===== config.mk =====
export PLATFORM = sky130hd
export DESIGN_NAME = max_interval_overlap
export DESIGN_NICKNAME = d
export VERILOG_FILES = /design/src/rtl/core/mio_pkg.sv /design/src/rtl/core/mio_dp.sv /design/src/rtl/core/mio_ctrl.sv /design/src/rtl/core/max_interval_overlap.sv
export SDC_FILE = /design/constraint.sdc
export NUM_CORES = 2
export LEC_CHECK = 0
export BUFFER_PORTS_ARGS = -buffer_cell sky130_fd_sc_hd__buf_2
export CORE_ASPECT_RATIO = 1.5
export CORE_UTILIZATION = 43
export DETAILED_ROUTE_END_ITERATION = 8
export GPL_ROUTABILITY_DRIVEN = 0
export MAX_ROUTING_LAYER = met4
export PLACE_DENSITY = 0.55
export SYNTH_ARGS = -nofsm -noshare
export SYNTH_HDL_FRONTEND = slang
export SYNTH_SLANG_ARGS = --single-unit

===== constraint.sdc =====
create_clock -name clock -period 5 [get_ports clock]
set_input_delay 0.5 -clock clock [delete_from_list [all_inputs] [get_ports clock]]
set_output_delay 0.5 -clock clock [all_outputs]
set_load 0.01 [all_outputs]

===== src/rtl/core/mio_pkg.sv =====
package mio_pkg;

   localparam int TIME_W            = 12;
   localparam int OUT_W             = 8;
   localparam int MAX_INTERVALS_DEF = 128;
   localparam logic [OUT_W-1:0] OUT_SAT = '1;

   typedef struct packed {
      logic wr;
      logic clear;
      logic scan;
      logic latch_t;
      logic acc;
      logic acc_clr;
      logic upd_best;
      logic best_clr;
      logic i_clr;
      logic i_inc;
      logic j_clr;
      logic j_inc;
      logic load_out;
   } cmd_type;

   typedef struct packed {
      logic i_last;
      logic j_last;
   } status_type;

endpackage


===== src/rtl/core/mio_dp.sv =====
module mio_dp #(
   parameter int MAX_INTERVALS = mio_pkg::MAX_INTERVALS_DEF
) (
   input  logic                          clock,
   input  logic                          reset,
   input  mio_pkg::cmd_type              cmd,
   output mio_pkg::status_type           status,
   input  logic [mio_pkg::TIME_W-1:0]    arrival_time,
   input  logic [mio_pkg::TIME_W-1:0]    departure_time,
   output logic [mio_pkg::OUT_W-1:0]     max_overlap,
   output logic                          overflow
);

   localparam int AW = (MAX_INTERVALS > 1) ? $clog2(MAX_INTERVALS) : 1;
   localparam int CW = $clog2(MAX_INTERVALS + 1);
   localparam logic [CW-1:0] CNT_MAX = CW'(MAX_INTERVALS);
   localparam logic [CW-1:0] CNT_ONE = CW'(1);

   logic [mio_pkg::TIME_W-1:0] start_mem [MAX_INTERVALS];
   logic [mio_pkg::TIME_W-1:0] end_mem   [MAX_INTERVALS];

   logic [CW-1:0]              count_ff;
   logic                       drop_ff;
   logic [AW-1:0]              i_ff;
   logic [AW-1:0]              j_ff;
   logic [AW-1:0]              rd_addr;
   logic [mio_pkg::TIME_W-1:0] rd_s_ff;
   logic [mio_pkg::TIME_W-1:0] rd_e_ff;
   logic [mio_pkg::TIME_W-1:0] ta_ff;
   logic [mio_pkg::TIME_W-1:0] tb_ff;
   logic [CW-1:0]              ca_ff;
   logic [CW-1:0]              cb_ff;
   logic [CW-1:0]              best_ff;
   logic [CW-1:0]              best_in;
   logic                       acc_en_ff;
   logic [mio_pkg::OUT_W-1:0]  out_ff;
   logic [mio_pkg::OUT_W-1:0]  out_in;
   logic                       ovf_ff;
   logic                       hit_a;
   logic                       hit_b;

   assign rd_addr = cmd.scan ? j_ff : i_ff;
   assign hit_a   = (ta_ff >= rd_s_ff) && (ta_ff <= rd_e_ff);
   assign hit_b   = (tb_ff >= rd_s_ff) && (tb_ff <= rd_e_ff);

   assign status.i_last = (CW'(i_ff) == count_ff - CNT_ONE);
   assign status.j_last = (CW'(j_ff) == count_ff - CNT_ONE);

   always_comb begin
      best_in = best_ff;
      if (ca_ff > best_in) begin
         best_in = ca_ff;
      end
      if (cb_ff > best_in) begin
         best_in = cb_ff;
      end
      if (32'(best_ff) > 32'(mio_pkg::OUT_SAT)) begin
         out_in = mio_pkg::OUT_SAT;
      end else begin
         out_in = mio_pkg::OUT_W'(best_ff);
      end
   end

   always_ff @(posedge clock) begin
      if (cmd.wr && (count_ff != CNT_MAX)) begin
         start_mem[count_ff[AW-1:0]] <= arrival_time;
         end_mem[count_ff[AW-1:0]]   <= departure_time;
      end
      rd_s_ff <= start_mem[rd_addr];
      rd_e_ff <= end_mem[rd_addr];
   end

   always_ff @(posedge clock) begin
      if (reset) begin
         count_ff  <= '0;
         drop_ff   <= 1'b0;
         acc_en_ff <= 1'b0;
      end else begin
         acc_en_ff <= cmd.acc;
         if (cmd.clear) begin
            count_ff <= '0;
            drop_ff  <= 1'b0;
         end else if (cmd.wr) begin
            if (count_ff != CNT_MAX) begin
               count_ff <= count_ff + CNT_ONE;
            end else begin
               drop_ff <= 1'b1;
            end
         end
      end
   end

   always_ff @(posedge clock) begin
      if (cmd.i_clr) begin
         i_ff <= '0;
      end else if (cmd.i_inc) begin
         i_ff <= i_ff + AW'(1);
      end
      if (cmd.j_clr) begin
         j_ff <= '0;
      end else if (cmd.j_inc) begin
         j_ff <= j_ff + AW'(1);
      end
      if (cmd.latch_t) begin
         ta_ff <= rd_s_ff;
         tb_ff <= rd_e_ff;
      end
      if (cmd.acc_clr) begin
         ca_ff <= '0;
         cb_ff <= '0;
      end else if (acc_en_ff) begin
         ca_ff <= ca_ff + CW'(hit_a);
         cb_ff <= cb_ff + CW'(hit_b);
      end
      if (cmd.best_clr) begin
         best_ff <= '0;
      end else if (cmd.upd_best) begin
         best_ff <= best_in;
      end
      if (cmd.load_out) begin
         out_ff <= out_in;
         ovf_ff <= drop_ff;
      end
   end

   assign max_overlap = out_ff;
   assign overflow    = ovf_ff;

endmodule


===== src/rtl/core/mio_ctrl.sv =====
module mio_ctrl (
   input  logic                clock,
   input  logic                reset,
   input  logic                req_tvalid,
   input  logic                req_tlast,
   output logic                req_tready,
   input  logic                rsp_tready,
   output logic                rsp_tvalid,
   input  mio_pkg::status_type status,
   output mio_pkg::cmd_type    cmd
);

   typedef enum logic [2:0] {
      IDLE,
      FETCH,
      LOAD,
      SCAN,
      DRAIN,
      UPDATE,
      DONE
   } state_type;

   state_type state_ff;
   state_type state_in;
   logic      rsp_valid_ff;
   logic      rsp_valid_in;
   logic      out_free;

   assign out_free   = !rsp_valid_ff || rsp_tready;
   assign req_tready = (state_ff == IDLE);
   assign rsp_tvalid = rsp_valid_ff;

   always_comb begin
      cmd          = '0;
      state_in     = state_ff;
      rsp_valid_in = rsp_valid_ff && !rsp_tready;
      unique case (state_ff)
         IDLE: begin
            if (req_tvalid) begin
               cmd.wr = 1'b1;
               if (req_tlast) begin
                  cmd.i_clr    = 1'b1;
                  cmd.best_clr = 1'b1;
                  state_in     = FETCH;
               end
            end
         end
         FETCH: begin
            state_in = LOAD;
         end
         LOAD: begin
            cmd.latch_t = 1'b1;
            cmd.acc_clr = 1'b1;
            cmd.j_clr   = 1'b1;
            state_in    = SCAN;
         end
         SCAN: begin
            cmd.scan = 1'b1;
            cmd.acc  = 1'b1;
            if (status.j_last) begin
               state_in = DRAIN;
            end else begin
               cmd.j_inc = 1'b1;
            end
         end
         DRAIN: begin
            state_in = UPDATE;
         end
         UPDATE: begin
            cmd.upd_best = 1'b1;
            if (status.i_last) begin
               state_in = DONE;
            end else begin
               cmd.i_inc = 1'b1;
               state_in  = FETCH;
            end
         end
         DONE: begin
            if (out_free) begin
               cmd.load_out = 1'b1;
               cmd.clear    = 1'b1;
               rsp_valid_in = 1'b1;
               state_in     = IDLE;
            end
         end
         default: begin
            state_in = IDLE;
         end
      endcase
   end

   always_ff @(posedge clock) begin
      if (reset) begin
         state_ff     <= IDLE;
         rsp_valid_ff <= 1'b0;
      end else begin
         state_ff     <= state_in;
         rsp_valid_ff <= rsp_valid_in;
      end
   end

endmodule


===== src/rtl/core/max_interval_overlap.sv =====
// Maximum interval overlap: number of seats needed for a set of closed intervals.
// Request channel: one interval per transfer. req_tdata carries arrival_time in
// [11:0] and departure_time in [23:12]; req_tlast marks the final interval of a set.
// While idle, intervals load at one per cycle into two on-chip memories of MAX_INTERVALS
// entries; once the store is full, further intervals of the set are dropped and flagged.
// After the last interval the sequencer walks every stored interval i, reads both of
// its endpoints and scans all n stored intervals through one shared read address,
// counting containment for both endpoints in parallel. No request is taken during
// the pass.
// Response channel: rsp_tdata[7:0] is max_overlap (saturated at 255), rsp_tuser is
// overflow. The result sits in an output register: new intervals are accepted while
// it waits, and only the next set's completion waits on rsp_tready.
// Reset (synchronous, active high) empties the store, clears the overflow flag and
// drops any pending response; memory contents are not cleared.
module max_interval_overlap #(
   parameter int MAX_INTERVALS = mio_pkg::MAX_INTERVALS_DEF
) (
   input  logic        clock,
   input  logic        reset,
   input  logic        req_tvalid,
   output logic        req_tready,
   input  logic [23:0] req_tdata,   // arrival_time[11:0], departure_time[23:12]
   input  logic        req_tlast,
   output logic        rsp_tvalid,
   input  logic        rsp_tready,
   output logic [7:0]  rsp_tdata,   // max_overlap[7:0]
   output logic        rsp_tuser    // overflow[0]
);

   mio_pkg::cmd_type    cmd;
   mio_pkg::status_type status;

   mio_ctrl u_ctrl (
      .clock      (clock),
      .reset      (reset),
      .req_tvalid (req_tvalid),
      .req_tlast  (req_tlast),
      .req_tready (req_tready),
      .rsp_tready (rsp_tready),
      .rsp_tvalid (rsp_tvalid),
      .status     (status),
      .cmd        (cmd)
   );

   mio_dp #(
      .MAX_INTERVALS (MAX_INTERVALS)
   ) u_dp (
      .clock          (clock),
      .reset          (reset),
      .cmd            (cmd),
      .status         (status),
      .arrival_time   (req_tdata[11:0]),
      .departure_time (req_tdata[23:12]),
      .max_overlap    (rsp_tdata),
      .overflow       (rsp_tuser)
   );

`ifndef NO_ASSERTIONS
   a_wr_on_transfer: assert property (@(posedge clock) disable iff (reset)
      cmd.wr |-> (req_tvalid && req_tready))
      else $error("store write without request transfer");

   a_no_overwrite: assert property (@(posedge clock) disable iff (reset)
      cmd.load_out |-> (!rsp_tvalid || rsp_tready))
      else $error("response overwritten while pending");

   a_scan_blocks_req: assert property (@(posedge clock) disable iff (reset)
      cmd.scan |-> !req_tready)
      else $error("request accepted during count pass");
`endif

endmodule

==> flow_metrics.tcl <==
set metrics [dict create \
    outcome "finished, violations left" \
    violations "setup timing" \
    worst_pin_slew_ns 1.42 \
    clk_pin_slew_ns 0.07 \
    grt_pass1_wl_mm 553 \
    first_pass_iters 6 \
    drive_gt1_share_pct 15.1 \
    fin_crit_ns 5.31 \
    cts_buffers 308 \
    fin_ws_ns -0.307 \
    worst_clock_skew_ns 0.0393 \
    detail_route.iter0.violations 8098 \
    min_path_type "in -> reg" \
    synth.ff_latch_count 3181 \
    overflow 0 \
    ir_drop_v 0.000308 \
    synthesis.area_sq_um 124000 \
    start_kind "flop" \
    clk_latency_ns 0.89 \
    critical_path_required_ns 5.77 \
    htreeDepth 5 \
    clockBufferDepth 4 \
    wl_mm 400 \
    nets 8168 \
    synth_nets 7787 \
    timing.fmax_ghz 0.188 \
    clock-sinks 3181 \
    synth-edff-count 3105 \
    root_buffer "clkbuf_16" \
    finalMaxSlewViolations 0 \
    postCtsSetupRepairBufs 0 \
    synth_cells 7686 \
    grt_usage_pct 28.0 \
    synth_ff_type "edfxtp_1" \
    power_leakage_uw 0.0508 \
    finalSetupViolCount 2 \
    ant_nets 0 \
    vias 72387 \
    maxCapViolCount 0 \
    io_buffers 39 \
    grt_max_degree 129 \
    core.rowCount 241 \
    dieArea_sq_um 292000 \
    post-route-util_pct 49.4 \
    finalCritPeriodShare_pct 106 \
    coreArea_sq_um 287000 \
    start_util_pct 43.3 \
    report.final.hold_viol_count 0 \
    wl_per_cell_um 32.9 \
    cts_tree "done" \
    via_per_inst 5.95 \
    synthToLayoutAreaGrowth_pct 14.1 \
    ys_warn_count 0 \
    async_reset_ff_share_pct 0 \
    hpwl_mm 249 \
    crit_type "reg -> reg" \
    syn_avg_cell_area_sq_um 16.2 \
    first_global_vias 70916 \
    cp-end-kind "flop" \
    dieWidth_um 441 \
    seq_area_frac_synth_pct 76.2 \
    arrival_ns 6.08 \
    yosysUniqueCellTypes 70 \
    fin_hold_ws_ns 0.0957 \
    power_density_nw_per_um2 410 \
    remaining_drc_errors 0 \
    antenna_found_initial 42 \
    fillers 23893 \
    pin_count 40 \
    maxSlewHeadroom_pct 4.85 \
    cp_max_fo 30 \
    fp.dieH_um 661 \
]
path summary, 6_finish.rpt:
| path | from | endpoint | slack, ns | cells after the start |
|---|---|---|---|---|
| worst max register to register | u_ctrl.state_ff[2] | u_dp.rd_e_ff[6] | -0.31 | 11 |
| worst min register to register | u_dp.rd_e_ff[2] | u_dp.tb_ff[2] | 0.44 | 0 |
| worst min-delay path | rsp_tready | u_ctrl.rsp_tvalid | 0.1 | 3 |
| worst max-delay path | u_ctrl.state_ff[2] | u_dp.rd_e_ff[6] | -0.31 | 11 |
flip-flops by register name, indices dropped and copies added (netlist names), 3 cells and up:
register and flops:
u_dp.count_ff 8, u_dp.rd_e_ff 12, u_dp.start_mem 1536, u_dp.j_ff 7
u_dp.max_overlap 8, u_ctrl.state_ff 3, u_dp.ta_ff 12, u_dp.rd_s_ff 12
u_dp.end_mem 1536, u_dp.ca_ff 8, u_dp.tb_ff 12, u_dp.best_ff 8
u_dp.i_ff 7, u_dp.cb_ff 8
report_power, final:
part	internal, uW	switching (uW)
combinational	1850	3690
clock	12900	9990
sequential	29600	233
total	44300	13900
layout make-up:
cell class | count | area (sq um) | share of cell area [%]
diodes | 94 | 235 | 0.166
clock buffers | 394 | 8190 | 5.77
clock inverters | 155 | 1440 | 1.02
inverters | 38 | 143 | 0.100
multi-input cells | 4029 | 28000 | 19.7
flip-flops and latches | 3181 | 94800 | 66.7
well taps | 3766 | 4710 | 3.32
repair buffers | 509 | 4530 | 3.19
worst max-delay path, cell delays in order (launching register included):
cell      delay, ns
dfxtp_1        0.58
nand3b_4       0.24
buf_4          0.33
a21o_4         0.62
buf_12         0.30
buf_12         0.24
buf_4          0.25
nand3_1        0.09
nand3_1        0.12
nand4_1        0.98
or3_1          0.84
or4_1          0.52
routing by layer:
layer / up-vias / wire (um) / track usage (%)
li1: 30771 / - / -
met1: 37809 / 145000 / 32.3
met2: 3033 / 203000 / 46.9
met3: 774 / 24900 / 3.53
met4: 0 / 27600 / 16.0
met5: - / 0 / -
per-stage QoR:
stage | total power [uW] | area [sq um] | TNS (ns) | instances | setup WS (ns)
floorplan | 33300 | 124000 | 0 | 7686 | 0.683
global placement | 35800 | 132000 | -1.09 | 11520 | -0.432
detailed placement | 35900 | 132000 | -1.27 | 11520 | -0.499
CTS | 58500 | 142000 | 0 | 12072 | 0.00276
global route | 59800 | 142000 | -0.491 | 12156 | -0.287
finish | 58200 | 142000 | -0.525 | 12166 | -0.307
layout by cell type, fill, tap and decap left out, types with 41 or more instances in the layout:
master / netlist / final
clkinv_1: 0 / 58
nand2_1: 1128 / 1121
buf_4: 77 / 433
diode_2: 0 / 94
mux4_2: 144 / 144
clkinv_2: 0 / 49
dfxtp_1: 76 / 76
clkbuf_16: 0 / 315
nor2_2: 0 / 96
o22ai_1: 343 / 343
nand4_1: 84 / 84
buf_12: 0 / 59
nand3_1: 581 / 579
nor4_1: 83 / 77
clkbuf_1: 145 / 78
a21oi_1: 117 / 113
a22oi_1: 45 / 41
mux2i_1: 762 / 759
edfxtp_1: 3105 / 3105
ha_1: 72 / 72
o21ai_0: 47 / 43
nor2_1: 208 / 84
kinds of logic after synthesis:
family	count (synthesis)	synth area share, %
simple gates	2261	8.15
xor+xnor	44	0.355
compound gates	737	3.88
mux	914	8.81
flops	3181	76.2
buf+inv	477	1.93
fa+ha+maj	72	0.724
repair_timing:
action | CTS | global route
resized for setup | 7 | 1
endpoints found under the hold margin | 5 | 0
hold buffers | 2 | 0
setup endpoints to repair | 5 | 1
gates cloned | 1 | 0
pin swaps | 1 | 0
Yosys cell counts, types with 45 or more instances:
library cell	instances	area share, %
nor4_1	83	0.42
a21oi_1	117	0.47
buf_2	163	0.66
dfxtp_1	76	1.2
buf_4	77	0.46
a22oi_1	45	0.27
nand4_1	84	0.42
nand2_1	1128	3.4
mux4_2	144	2.6
mux2i_1	762	6.1
o22ai_1	343	1.7
edfxtp_1	3105	75
nor2_1	208	0.63
o21ai_0	47	0.19
nand3_1	581	2.3
ha_1	72	0.72
clkbuf_1	145	0.44
No activity file was read; power rests on OpenSTA's default activity.
